$ cat src/rtl/bpad_pkg.sv
`timescale 1ns / 1ps
// ----------------------------------------------------------------------------
// bpad_pkg: shared types and constants
// Sizes, command and register codes, sequencer states and the control
// group between the top level and the scaling datapath.
// ----------------------------------------------------------------------------
package bpad_pkg;

    // Converter geometry
    localparam int CHANNELS  = 16;
    localparam int WORD_BITS = 16;
    localparam int CH_W      = (CHANNELS > 1) ? $clog2(CHANNELS) : 1;
    localparam int BIT_W     = $clog2(WORD_BITS);

    // Field widths
    localparam int CMD_W        = 2;
    localparam int CH_FIELD_W   = 4;
    localparam int CODE_W       = 12;
    localparam int GAIN_W       = 24;
    localparam int VOLTS_W      = 32;
    localparam int IN_DATA_W    = 48;
    localparam int OUT_DATA_W   = 48;
    localparam int OUT_USER_W   = 5;
    localparam int CFG_IDX_W    = 2;
    localparam int CFG_DATA_W   = 16;

    // Scaling arithmetic
    localparam int PROD_W   = 38;   // |gain| * |5*code - 20475| stays below 2^38
    localparam int QUOT_W   = 26;   // rounded quotient stays at or below 5 * 2^23
    localparam int MUL_W    = 26;   // operand width of the shared multiplier
    localparam int DIFF_W   = 15;
    localparam logic [DIFF_W-1:0] CODE_OFFSET = 15'd20475;  // 5 * 4095
    localparam logic [PROD_W-1:0] ROUND_HALF  = 38'd2047;
    localparam logic [12:0]       DIVISOR     = 13'd4095;
    // 4095 * INV_4095 == 1 modulo 2^26: exact division of a multiple of 4095
    localparam logic [MUL_W-1:0]  INV_4095    = 26'h2FFEFFF;

    // Reset values
    localparam logic [7:0]        HEADER_WORDS_RST = 8'd18;
    localparam logic [15:0]       POINTS_RST       = 16'd1024;
    localparam logic [GAIN_W-1:0] UNITY_GAIN       = 24'd65536;

    // Command codes
    localparam logic [CMD_W-1:0] CMD_START = 2'd0;
    localparam logic [CMD_W-1:0] CMD_DATA  = 2'd1;
    localparam logic [CMD_W-1:0] CMD_GAIN  = 2'd2;

    // Register indexes
    localparam logic [CFG_IDX_W-1:0] REG_HEADER_WORDS = 2'd0;
    localparam logic [CFG_IDX_W-1:0] REG_POINTS       = 2'd1;

    typedef enum logic [2:0] {
        ST_IDLE,
        ST_MUL,
        ST_RED,
        ST_DIV,
        ST_LOAD
    } bpad_state_t;

    typedef struct packed {
        logic ld_prod;
        logic ld_rem;
        logic ld_quot;
    } bpad_ctl_t;

endpackage

$ cat src/rtl/bpad_volts.sv
`timescale 1ns / 1ps
// ----------------------------------------------------------------------------
// bpad_volts: shared scaling datapath
// One 26x26 multiplier used twice per channel: first gain times code offset,
// then an exact division by 4095 through its modular inverse.
// ----------------------------------------------------------------------------
module bpad_volts
    import bpad_pkg::*;
(
    input  logic                      clk,
    input  bpad_ctl_t                 ctl,
    input  logic [CODE_W-1:0]         code,
    input  logic signed [GAIN_W-1:0]  gain,
    output logic [VOLTS_W-1:0]        volts
);

    logic [PROD_W-1:0] prod_reg;
    logic [MUL_W-1:0]  xr_reg;
    logic [QUOT_W-1:0] quot_reg;
    logic              neg_reg;

    logic [GAIN_W-1:0]   gain_mag;
    logic [DIFF_W-1:0]   diff_mag;
    logic [MUL_W-1:0]    mul_a;
    logic [MUL_W-1:0]    mul_b;
    logic [2*MUL_W-1:0]  mul_p;
    logic [PROD_W-1:0]   x;
    logic [13:0]         digit_sum;
    logic [12:0]         fold;
    logic [12:0]         rem;

    // Magnitudes: 5*code never exceeds 20475, so the offset is never positive
    assign gain_mag = gain[GAIN_W-1] ? GAIN_W'(-gain) : GAIN_W'(gain);
    assign diff_mag = CODE_OFFSET - DIFF_W'(code) * DIFF_W'(5);

    assign mul_a = ctl.ld_prod ? MUL_W'(gain_mag) : xr_reg;
    assign mul_b = ctl.ld_prod ? MUL_W'(diff_mag) : INV_4095;
    assign mul_p = mul_a * mul_b;

    // Remainder modulo 4095 from the sum of base-4096 digits
    always_comb
    begin
        x         = prod_reg + ROUND_HALF;
        digit_sum = 14'(x[11:0]) + 14'(x[23:12]) + 14'(x[35:24]) + 14'(x[37:36]);
        fold      = 13'(digit_sum[11:0]) + 13'(digit_sum[13:12]);
        rem       = (fold >= DIVISOR) ? fold - DIVISOR : fold;
    end

    always_ff @(posedge clk)
    begin
        if (ctl.ld_prod)
        begin
            prod_reg <= mul_p[PROD_W-1:0];
            // the offset is never positive: the product takes the opposite sign of the gain
            neg_reg  <= !gain[GAIN_W-1];
        end
        if (ctl.ld_rem)
        begin
            xr_reg <= x[MUL_W-1:0] - MUL_W'(rem[11:0]);
        end
        if (ctl.ld_quot)
        begin
            quot_reg <= mul_p[QUOT_W-1:0];
        end
    end

    // Quotient stays far below 2^31, so no saturation is reached
    assign volts = neg_reg ? VOLTS_W'(-VOLTS_W'(quot_reg)) : VOLTS_W'(quot_reg);

endmodule

$ cat src/rtl/bit_plane_adc_deinterleave_scale_top.sv
`timescale 1ns / 1ps
// ----------------------------------------------------------------------------
// bit_plane_adc_deinterleave_scale_top: 16-channel bit-plane deinterleaver
// Collects bit-serial converter words into per-channel codes and emits one
// gain-scaled voltage per channel at the end of every measurement point.
// ----------------------------------------------------------------------------
// Usage: send a start request (tuser = 0) to open a frame; the block then
// drops header_words bus words and shifts bit m of every following data
// request (tuser = 1), MSB first, into channel m. Gain requests (tuser = 2)
// load one entry of the Q.16 gain table, unity after reset. Start, gain and
// header or non-final data requests are accepted while the sequencer is idle.
// The data request that completes a point starts the result sequence: each
// channel goes through the single shared multiplier twice (gain product, then
// exact division by 4095) in the multiply, reduce, divide and load states; the
// input stays not ready until the last channel is loaded, longer while the
// output is stalled. The result register decouples the sides: the last result
// of a point may wait while the next request is already accepted. The last
// channel of a point carries tlast; the last result of the frame also carries
// last_of_frame, after which data requests are ignored until the next start.
// ----------------------------------------------------------------------------
module bit_plane_adc_deinterleave_scale_top
    import bpad_pkg::*;
(
    input  logic                   clk,
    input  logic                   rst_n,
    // configuration writes
    input  logic                   cfg_valid,
    output logic                   cfg_ready,
    input  logic [CFG_IDX_W-1:0]   cfg_index,
    input  logic [CFG_DATA_W-1:0]  cfg_data,
    // input requests
    input  logic                   s_axis_tvalid,
    output logic                   s_axis_tready,
    input  logic [IN_DATA_W-1:0]   s_axis_tdata,   // bus_word[15:0], gain_channel[19:16],
                                                   // gain_value[43:20], zero[47:44]
    input  logic [CMD_W-1:0]       s_axis_tuser,   // cmd[1:0]
    // results
    output logic                   m_axis_tvalid,
    input  logic                   m_axis_tready,
    output logic [OUT_DATA_W-1:0]  m_axis_tdata,   // code[11:0], volts[43:12], zero[47:44]
    output logic [OUT_USER_W-1:0]  m_axis_tuser,   // channel[3:0], last_of_frame[4]
    output logic                   m_axis_tlast    // last_of_point
);

    bpad_state_t state_reg;
    bpad_state_t state_next;

    logic [7:0]        header_words_reg;
    logic [15:0]       points_reg;
    logic [7:0]        header_left_reg;
    logic [BIT_W-1:0]  bit_count_reg;
    logic [15:0]       point_count_reg;
    logic              frame_active_reg;
    logic              last_frame_reg;
    logic [CH_W-1:0]   ch_reg;

    logic [WORD_BITS-1:0]     channel_shift_reg [CHANNELS];
    logic signed [GAIN_W-1:0] gain_reg          [CHANNELS];

    logic                    out_valid_reg;
    logic [CH_FIELD_W-1:0]   out_ch_reg;
    logic [CODE_W-1:0]       out_code_reg;
    logic [VOLTS_W-1:0]      out_volts_reg;
    logic                    out_lop_reg;
    logic                    out_lof_reg;

    // Request fields
    logic [CMD_W-1:0]        cmd;
    logic [15:0]             bus_word;
    logic [CH_FIELD_W-1:0]   gain_channel;
    logic [GAIN_W-1:0]       gain_value;

    logic                    accept;
    logic                    is_data;
    logic                    bit_last;
    logic                    point_end;
    logic [15:0]             point_next;
    logic                    ch_last;
    logic                    load_out;
    logic                    seq_done;
    bpad_ctl_t               ctl;

    logic [WORD_BITS+11:0]   shift_ext;
    logic [CODE_W-1:0]       cur_code;
    logic [VOLTS_W-1:0]      cur_volts;

    assign cmd          = s_axis_tuser;
    assign bus_word     = s_axis_tdata[15:0];
    assign gain_channel = s_axis_tdata[19:16];
    assign gain_value   = s_axis_tdata[43:20];

    assign cfg_ready = 1'b1;

    assign accept     = s_axis_tvalid && s_axis_tready;
    assign is_data    = accept && (cmd == CMD_DATA) && frame_active_reg
                        && (header_left_reg == 8'd0);
    assign bit_last   = (bit_count_reg == BIT_W'(WORD_BITS - 1));
    assign point_end  = is_data && bit_last;
    assign point_next = point_count_reg + 16'd1;
    assign ch_last    = (ch_reg == CH_W'(CHANNELS - 1));

    // Code of the channel under the sequencer: (shift >> 2) & 0xfff
    assign shift_ext = {12'd0, channel_shift_reg[ch_reg]};
    assign cur_code  = shift_ext[13:2];

    // ------------------------------------------------------------------
    // Sequencer: next state
    // ------------------------------------------------------------------
    always_comb
    begin
        state_next = state_reg;
        case (state_reg)
            ST_IDLE:
            begin
                if (point_end)
                begin
                    state_next = ST_MUL;
                end
            end
            ST_MUL:  state_next = ST_RED;
            ST_RED:  state_next = ST_DIV;
            ST_DIV:  state_next = ST_LOAD;
            ST_LOAD:
            begin
                if (load_out)
                begin
                    state_next = ch_last ? ST_IDLE : ST_MUL;
                end
            end
            default: state_next = ST_IDLE;
        endcase
    end

    // ------------------------------------------------------------------
    // Sequencer: outputs
    // ------------------------------------------------------------------
    always_comb
    begin
        s_axis_tready = 1'b0;
        ctl           = '0;
        load_out      = 1'b0;
        case (state_reg)
            ST_IDLE: s_axis_tready = 1'b1;
            ST_MUL:  ctl.ld_prod   = 1'b1;
            ST_RED:  ctl.ld_rem    = 1'b1;
            ST_DIV:  ctl.ld_quot   = 1'b1;
            ST_LOAD: load_out      = !out_valid_reg || m_axis_tready;
            default: s_axis_tready = 1'b0;
        endcase
    end

    assign seq_done = load_out && ch_last;

    always_ff @(posedge clk or negedge rst_n)
    begin
        if (!rst_n)
        begin
            state_reg <= ST_IDLE;
        end
        else
        begin
            state_reg <= state_next;
        end
    end

    // ------------------------------------------------------------------
    // Configuration registers: index beyond the list is dropped
    // ------------------------------------------------------------------
    always_ff @(posedge clk or negedge rst_n)
    begin
        if (!rst_n)
        begin
            header_words_reg <= HEADER_WORDS_RST;
            points_reg       <= POINTS_RST;
        end
        else if (cfg_valid && cfg_ready)
        begin
            case (cfg_index)
                REG_HEADER_WORDS: header_words_reg <= cfg_data[7:0];
                REG_POINTS:       points_reg       <= cfg_data;
                default:          ;
            endcase
        end
    end

    // ------------------------------------------------------------------
    // Frame control: header skip, bit and point counting
    // ------------------------------------------------------------------
    always_ff @(posedge clk or negedge rst_n)
    begin
        if (!rst_n)
        begin
            header_left_reg  <= '0;
            bit_count_reg    <= '0;
            point_count_reg  <= '0;
            frame_active_reg <= 1'b0;
            last_frame_reg   <= 1'b0;
            ch_reg           <= '0;
        end
        else
        begin
            if (accept && (cmd == CMD_START))
            begin
                frame_active_reg <= 1'b1;
                header_left_reg  <= header_words_reg;
                bit_count_reg    <= '0;
                point_count_reg  <= '0;
            end
            else if (accept && (cmd == CMD_DATA) && frame_active_reg
                     && (header_left_reg != 8'd0))
            begin
                header_left_reg <= header_left_reg - 8'd1;
            end
            else if (is_data)
            begin
                if (bit_last)
                begin
                    bit_count_reg <= '0;
                    // a zero limit lets the counter wrap: 65536 points
                    last_frame_reg  <= (point_next == points_reg);
                    point_count_reg <= (point_next == points_reg) ? 16'd0 : point_next;
                end
                else
                begin
                    bit_count_reg <= bit_count_reg + BIT_W'(1);
                end
            end

            if (load_out)
            begin
                ch_reg <= ch_last ? CH_W'(0) : ch_reg + CH_W'(1);
            end
            // close the frame once its last result is loaded into the result register
            if (seq_done && last_frame_reg)
            begin
                frame_active_reg <= 1'b0;
            end
        end
    end

    // ------------------------------------------------------------------
    // Channel shift registers and gain table
    // ------------------------------------------------------------------
    always_ff @(posedge clk or negedge rst_n)
    begin
        if (!rst_n)
        begin
            for (int m = 0; m < CHANNELS; m++)
            begin
                channel_shift_reg[m] <= '0;
                gain_reg[m]          <= UNITY_GAIN;
            end
        end
        else
        begin
            if ((accept && (cmd == CMD_START)) || seq_done)
            begin
                for (int m = 0; m < CHANNELS; m++)
                begin
                    channel_shift_reg[m] <= '0;
                end
            end
            else if (is_data)
            begin
                // shift MSB first; bus bits above the channel count are dropped
                for (int m = 0; m < CHANNELS; m++)
                begin
                    channel_shift_reg[m] <= {channel_shift_reg[m][WORD_BITS-2:0], bus_word[m]};
                end
            end

            if (accept && (cmd == CMD_GAIN) && (32'(gain_channel) < CHANNELS))
            begin
                gain_reg[gain_channel[CH_W-1:0]] <= gain_value;
            end
        end
    end

    // ------------------------------------------------------------------
    // Shared scaling unit
    // ------------------------------------------------------------------
    bpad_volts u_volts
    (
        .clk   (clk),
        .ctl   (ctl),
        .code  (cur_code),
        .gain  (gain_reg[ch_reg]),
        .volts (cur_volts)
    );

    // ------------------------------------------------------------------
    // Result register: hold until taken, reload in the same cycle
    // ------------------------------------------------------------------
    always_ff @(posedge clk or negedge rst_n)
    begin
        if (!rst_n)
        begin
            out_valid_reg <= 1'b0;
        end
        else if (load_out)
        begin
            out_valid_reg <= 1'b1;
        end
        else if (m_axis_tready)
        begin
            out_valid_reg <= 1'b0;
        end
    end

    always_ff @(posedge clk)
    begin
        if (load_out)
        begin
            out_ch_reg    <= CH_FIELD_W'(ch_reg);
            out_code_reg  <= cur_code;
            out_volts_reg <= cur_volts;
            out_lop_reg   <= ch_last;
            out_lof_reg   <= ch_last && last_frame_reg;
        end
    end

    assign m_axis_tvalid = out_valid_reg;
    assign m_axis_tdata  = {4'd0, out_volts_reg, out_code_reg};
    assign m_axis_tuser  = {out_lof_reg, out_ch_reg};
    assign m_axis_tlast  = out_lop_reg;

    // ------------------------------------------------------------------
    // Assertions
    // ------------------------------------------------------------------
    a_seq_in_frame: assert property (@(posedge clk) disable iff (!rst_n)
        (state_reg != ST_IDLE) |-> frame_active_reg)
        else $error("result sequence running outside a frame");

    a_bits_cleared: assert property (@(posedge clk) disable iff (!rst_n)
        (state_reg != ST_IDLE) |-> (bit_count_reg == '0))
        else $error("bit counter not cleared during result sequence");

    a_frame_end_marks_point: assert property (@(posedge clk) disable iff (!rst_n)
        (m_axis_tvalid && out_lof_reg) |-> out_lop_reg)
        else $error("frame end without point end");

    a_point_end_channel: assert property (@(posedge clk) disable iff (!rst_n)
        (m_axis_tvalid && m_axis_tlast) |-> (out_ch_reg == CH_FIELD_W'(CHANNELS - 1)))
        else $error("point end on a channel other than the last");

    a_seq_start: assert property (@(posedge clk) disable iff (!rst_n)
        point_end |=> ((state_reg == ST_MUL) && (ch_reg == '0)))
        else $error("point end did not start the sequence at channel zero");

endmodule
$ cat config.mk
export PLATFORM = sky130hd
export DESIGN_NAME = bit_plane_adc_deinterleave_scale_top
export DESIGN_NICKNAME = d
export VERILOG_FILES = /design/src/rtl/bpad_pkg.sv /design/src/rtl/bpad_volts.sv /design/src/rtl/bit_plane_adc_deinterleave_scale_top.sv
export SDC_FILE = /design/constraint.sdc
export NUM_CORES = 2
export LEC_CHECK = 0
export BUFFER_PORTS_ARGS = -buffer_cell sky130_fd_sc_hd__buf_2
export CAP_MARGIN = 5
export CORE_MARGIN = 10
export CORE_UTILIZATION = 40
export DETAILED_ROUTE_END_ITERATION = 16
export PLACE_DENSITY = 0.53
export REMOVE_ABC_BUFFERS = 1
export SETUP_SLACK_MARGIN = 0.1
export SLEW_MARGIN = 0
export SYNTH_ARGS = -nofsm -noshare
export SYNTH_HDL_FRONTEND = slang
export SYNTH_SLANG_ARGS = --single-unit
$ cat constraint.sdc
create_clock -name clk -period 12.3 [get_ports clk]
set_input_delay 3.075 -clock clk [delete_from_list [all_inputs] [get_ports clk]]
set_output_delay 3.075 -clock clk [all_outputs]
set_load 0.03 [all_outputs]
Word-level counts from Yosys, hierarchy flattened
Index checks and enable logic that the tools add are counted. W data, S select, Z words.

Add/sub/neg operators: 14. Multiply operators: 2. Div/mod/pow operators: 0. $lt $le $gt $ge: 4. Eq/ne operators: 13. Shift operators: 0. Mux-type cells: 41. Bitwise gates (word level): 4. Reduce and logical (&&, ||, !) cells: 33.

Operator list (count): $mux W256 (2); $bwmux W384 (1); $bmux W24 S4 (1); $demux W24 S4 (1); $mux W24 (4); $mux W16 (5); $mux W26 (3); $bmux W16 S4 (1); $add A38 B11 Y38 const B (1); $mul A26 B26 Y38 (1); $neg A26 Y32 (1); $mux W14 (2); $sub A26 B12 Y26 (1); $neg A24 Y24 (1); $mux W4 (5); $add A16 B1 Y16 const B (1); $eq A16 B16 Y1 (1); $mux W8 (2); $mul A12 B3 Y15 const B (1); $pmux W3 S5 (1); $sub A15 B15 Y15 const A (1); $add A14 B12 Y14 (1); $add A14 B2 Y14 (1); $add A12 B12 Y13 (1); 30 further kinds (71).

Register bits: 843. Latch bits: 0. RAM bits: 0. ROM bits: 0. Output and inout port bits: 57. Memories: 0.

Longest topological paths before layout
Depth after elaboration: 9. Depth in mapped cells: 50. Depth with buffers taken out: 49.

Hierarchy
From an unflattened synthesis, not the netlist that was laid out.

Cells, all modules: 4855. Area total of the unflattened synthesis: 55876.1 um^2.

By module, submodules not included: bit_plane_adc_deinterleave_scale_top (instances 1, cells an instance 2277, area each 31798.0 um^2, seq. area each 18291.3 um^2); bpad_volts (instances 1, cells an instance 2578, area each 24078.1 um^2, seq. area each 2732.6 um^2).

Least setup slack after synthesis
No wires, ideal clock.

Path kind: register to register. Start: register ch_reg[0]. End: register u_volts.prod_reg[36], data pin. Arrival: 11.421 ns. Setup slack: 0.617 ns. Stages on the path, launching flop included: 41. Clock period less this slack: 11.683 ns. Cells stage by stage: dfrtp_1 -> buf_2 -> buf_4 -> buf_2 -> buf_2 -> buf_2 -> buf_1 -> mux4_2 -> mux4_2 -> ha_1 -> inv_1 -> ha_1 -> a21o_1 -> a21o_1 -> a21o_1 -> a31o_2 -> a211o_1 -> o41ai_1 -> [5 not listed] -> inv_1 -> fa_1 -> inv_1 -> fa_1 -> inv_1 -> fa_1 -> inv_1 -> fa_1 -> fa_1 -> inv_1 -> fa_1 -> ha_1 -> or3_1 -> a2111oi_0 -> o21ai_1 -> a41oi_1 -> o21ai_1 -> xor2_1.

Longest elaborated chain between the ends: 8. Elaborated cells between the ends (all ways): 14. Those cells by class: 2 x add/sub; 2 x mul; 9 x mux; 1 x bitwise.

RTL lines: start: declaration (line bit_plane_adc_deinterleave_scale_top.sv:55) `logic [CH_W-1:0] ch_reg;`; start signal: assignment (line bit_plane_adc_deinterleave_scale_top.sv:231) `ch_reg <= ch_last ? CH_W'(0) : ch_reg + CH_W'(1);`; $not A4 Y5 (implied by the code) (line bit_plane_adc_deinterleave_scale_top.sv:103) `assign shift_ext = {12'd0, channel_shift_reg[ch_reg]};`; $bmux W16 S4 (line bit_plane_adc_deinterleave_scale_top.sv:103); $mux W14 (implied by the code) (2 in a row) (line bit_plane_adc_deinterleave_scale_top.sv:103); via cur_code[3] (line bit_plane_adc_deinterleave_scale_top.sv:84) `logic [CODE_W-1:0] cur_code;`; $mul A12 B3 Y15 (line bpad_volts.sv:34) `assign diff_mag = CODE_OFFSET - DIFF_W'(code) * DIFF_W'(5);`; $sub A15 B15 Y15 (line bpad_volts.sv:34); $mux W26 (line bpad_volts.sv:37) `assign mul_b = ctl.ld_prod ? MUL_W'(diff_mag) : INV_4095;`; $mul A26 B26 Y38 (line bpad_volts.sv:38) `assign mul_p = mul_a * mul_b;`; via u_volts.mul_p[36] (line bpad_volts.sv:26) `logic [2*MUL_W-1:0] mul_p;`; end signal: assignment (line bpad_volts.sv:53) `prod_reg <= mul_p[PROD_W-1:0];`; end: declaration (line bpad_volts.sv:17) `logic [PROD_W-1:0] prod_reg;`.

The timed path passes the listed nets, and every way through them passes these cells. The select of a mux whose other input is x is not followed. A chain may end at the register's enable or synchronous reset.

Final worst setup path
Start: register u_volts.prod_reg[0]. End: register u_volts.xr_reg[22], data pin.

Longest elaborated chain between the ends: 8. Elaborated cells between the ends (all ways): 9. Those cells by class: 7 x add/sub; 1 x order compare; 1 x mux.

RTL lines: $add A38 B11 Y38 (*) (line bpad_volts.sv:43) `x = prod_reg + ROUND_HALF;`; $add A12 B12 Y13 (line bpad_volts.sv:44) `digit_sum = 14'(x[11:0]) + 14'(x[23:12]) + 14'(x[35:24]) + 14'(x[37:36]);`; $add A14 B12 Y14 (line bpad_volts.sv:44); $add A14 B2 Y14 (line bpad_volts.sv:44); $add A12 B2 Y13 (line bpad_volts.sv:45) `fold = 13'(digit_sum[11:0]) + 13'(digit_sum[13:12]);`; $sub A12 B12 Y12 or $ge A13 B12 Y1 (tied branches) (line bpad_volts.sv:46) `rem = (fold >= DIVISOR) ? fold - DIVISOR : fold;`; $mux W12 (line bpad_volts.sv:46); $sub A26 B12 Y26 (*) (line bpad_volts.sv:59) `xr_reg <= x[MUL_W-1:0] - MUL_W'(rem[11:0]);`; end signal: assignment (line bpad_volts.sv:59); end: declaration (line bpad_volts.sv:18) `logic [MUL_W-1:0] xr_reg;`.

Every way passes the cells marked *; elsewhere a longest branch is shown, timed or not.

==> summary.txt <==
Critical path
  • Path type of the worst setup path: reg2reg
  • Crit-path max FO: 10
  • Worst path required time: 12.72 ns
  • Critical Path AT: 11.93 ns
  • CP max stage delay: 0.52 ns
  • Most frequent CP cell: ha_1
  • Startpoint Class: register
  • CP max stage cell: or4b_4
  • Worst Setup End Kind: register

Run status
  • Outcome: finished clean

Clock network
  • CTS tree: yes
  • Clk_lat worst skew: 0.76 ns
  • H-tree levels: 3
  • Root buf cell: clkbuf_16
  • CTS clk-pin slew, worst paths: 0.06 ns
  • Clock Tree Buf Depth: 3
  • Total clock sinks: 811
  • Num CTS Buffers: 91

Worst hold path
  • Hold crit path type: reg2reg

Global route
  • Overall Global Routing Usage: 18.6%
  • Met2 usage: 30.5%
  • Global-route wire length before repair: 221 mm
  • Met1 Usage GRT: 25.3%
  • Global routing's busiest layer: met2
  • Largest net degree at the start of global routing: 231
  • Initial antenna violation count: 11
  • Vias in the first global route: 36.5k
  • Grt ovf: 0
  • Met3 usage: 2.93%

Timing
  • Max frequency: 86.8 MHz
  • Fin Hold WS: 0.450 ns
  • Worst slew pin tran: 1.23 ns
  • Final Hold Viols: 0
  • Final min period: 11.52 ns
  • # setup viols final: 0
  • Relative slew margins: 17.7%
  • Final setup TNS: 0 ns
  • Setup Skew: 0.100 ns
  • Unrepaired setup endpoints after global routing: false
  • Max Slew Vio Count: 0
  • Fin crit share: 93.7%

Routing
  • Routed WL per cell: 21.6 um
  • DR vias/cell: 5.33
  • Remaining antenna violation count: 0
  • Detailed Route Iter0 Violations: 2,321
  • Number of remaining DRC errors: 0
  • Detailed Routing Iterations Pass 1: 5
  • Vias after detailed routing: 34.9k
  • Final wirelength: 142 mm

Power and ir drop
  • Combinational Power Share: 8.4%
  • PwrDens: 104 nW/um^2
  • Internal: 4.81 mW
  • Pleak: 27.9 nW
  • Maximum vdd drop: 121 uV
  • Register share of total power: 47.9%
  • Net Sw Frac: 24.0%
  • Switching power: 1.52 mW
  • Clock power share: 43.8%

Place
  • GPL Wtd Cong: 0.931
  • Post-DP HPWL: 102 mm
  • Buffers added on ports: 120

Yosys
  • Post-synth ARST share: 82.6%
  • Number of enable flip-flop cells after synthesis: 141
  • Synthesis warning total: 0
  • Mapped Cells: 4,615
  • Synth cell types: 89
  • Avg Cell Area, Syn: 12.0 um^2
  • Top FF cell, synth: dfrtp_1
  • Sequential share of the synthesized area: 38.1%
  • Post-Syn Area: 55,200 um^2
  • Synthesized flop and latch total: 811

Die
  • Die H: 392 um
  • Io pins: 130
  • Die extent in x: 392 um
  • Die area: 153,000 um^2
  • Site Rows: 136
  • Starting Density: 40.2%
  • Core box area: 137,000 um^2

Layout
  • Layout area overhead: 10.7%
  • Area occupied by multi-input gates: 31,200 um^2
  • Seq. cell area: 21,000 um^2
  • Fillcell total: 12.8k
  • Nets: 5,439
  • Max FFs per register: 384
  • Proportion of layout cells with a drive suffix above 1: 20.8%

Job
  • Max-cap viol count: 0
-- metal layers --
layer,part of all wire [%],up-vias
met4,2.8,12
li1,-,15900
met1,45,18100
met2,48,742
met3,4.8,200
met5,0.055,-
-- what timing repair did --
action	in CTS	in global routing
resized for setup	0	7
setup buffers	0	1
endpoints found under the setup margin	0	15
hold buffers	0	0
-- layout by cell type, fill, tap and decap left out, types with 16 or more instances in the layout --
cell / instances
dfrtp_1: 647
inv_1: 571
fa_1: 465
mux2_2: 412
nand2_1: 326
a22o_1: 228
ha_1: 218
nor2_1: 207
xnor2_1: 167
mux4_2: 155
edfxtp_1: 141
buf_2: 119
clkbuf_16: 91
a21oi_1: 87
buf_4: 70
o21ai_0: 58
nor2b_1: 55
xor2_1: 55
o21ai_1: 49
nand3_1: 47
and2_1: 44
nand2b_1: 37
nor3_1: 34
a22oi_1: 26
a21o_1: 25
o31ai_1: 24
clkbuf_1: 24
mux2i_1: 23
clkbuf_8: 21
and3_1: 19
dfstp_2: 19
o21a_1: 17
or3_1: 16
-- cell usage after synthesis, types with 17 or more instances --
master | count | area (um^2)
dfrtp_1 | 651 | 16300
mux2_2 | 412 | 4640
clkbuf_1 | 174 | 653
nand2b_1 | 37 | 231
and3_1 | 19 | 119
nand3_1 | 49 | 245
a22oi_1 | 26 | 195
nor3_1 | 36 | 180
o21ai_1 | 50 | 250
buf_1 | 21 | 78.8
edfxtp_1 | 141 | 4230
nand2_1 | 326 | 1220
ha_1 | 218 | 2730
fa_1 | 465 | 9310
nor2_1 | 215 | 807
o21ai_0 | 59 | 295
o21a_1 | 17 | 128
nor2b_1 | 55 | 344
buf_2 | 20 | 100
mux2i_1 | 23 | 230
xor2_1 | 56 | 490
a21o_1 | 25 | 188
a21oi_1 | 87 | 435
o31ai_1 | 24 | 180
and2_1 | 44 | 275
xnor2_1 | 167 | 1460
dfstp_2 | 19 | 499
mux4_2 | 155 | 3490
inv_1 | 573 | 2150
a22o_1 | 228 | 2000
-- layout make-up --
type	instances	share of cell area, %
flip-flops and latches	811	34.4
multi-input cells	2996	51.1
repair buffers	199	2.15
clock inverters	29	0.768
diodes	1	0.00409
well taps	1794	3.67
clock buffers	136	4.35
inverters	584	3.59
-- kinds of logic (layout without fill, tap and decap cells) --
family / after synthesis / after routing / share of synthesized area [%]
muxes: 590 / 590 / 15.1
buffers and inverters: 812 / 948 / 5.67
xor gates and xnor gates: 225 / 225 / 3.62
other: 2 / 7 / 0.0136
AOI/OAI and AO/OA: 616 / 616 / 8.18
adders and majority gates: 686 / 686 / 21.9
DFF: 811 / 811 / 38.1
and+or+nand+nor: 873 / 873 / 7.45
-- through the flow --
stage | area (um^2) | utilization [%] | power (mW) | instances | setup slack [ns]
global placement | 58000 | 42.2 | 3.60 | 6383 | 0.427
finish | 61100 | 44.5 | 6.34 | 6550 | 0.781
floorplan | 54300 | - | 3.41 | 4391 | -51.58
global route | 61100 | 44.5 | 6.61 | 6550 | 0.111
CTS | 61100 | 44.5 | 6.43 | 6548 | 0.204
detailed placement | 58000 | 42.2 | 3.62 | 6383 | 0.313
-- worst max-delay path: cells and delay by family (launching register included) --
kind,cells,cell delay (ns)
flops,1,0.48
compound gates,14,2.86
xor+xnor,5,0.94
simple gates,15,3.05
buf+inv,4,0.31
fa+ha+maj,11,3.60
-- worst paths after layout --
| check | slack (ns) | end | start | depth (start not counted) |
|---|---|---|---|---|
| max | 0.78 | u_volts.xr_reg[22]$_DFFE_PP_ | u_volts.prod_reg[0]$_DFFE_PP_ | 49 |
| max reg2reg | 0.78 | u_volts.xr_reg[22]$_DFFE_PP_ | u_volts.prod_reg[0]$_DFFE_PP_ | 49 |
| min reg2reg | 0.45 | channel_shift_reg[162]$_DFFE_PN0P_ | channel_shift_reg[161]$_DFFE_PN0P_ | 1 |
| max in group asynchronous | 7.50 | point_count_reg[6]$_DFFE_PN0P_ | rst_n | 3 |
| min in group asynchronous | 2.33 | gain_reg[248]$_DFFE_PN0P_ | rst_n | 1 |
| min | 0.45 | channel_shift_reg[162]$_DFFE_PN0P_ | channel_shift_reg[161]$_DFFE_PN0P_ | 1 |
-- power groups by stage --
stage,Clock [mW],Sequential (mW),Combinational (mW)
floorplan,0,3.05,0.366
global placement,0,3.07,0.523
detailed placement,0,3.08,0.534
CTS,2.86,3.03,0.535
global route,2.96,3.06,0.587
finish,2.78,3.03,0.530
Note: power is estimated with default switching activity, not from simulation.
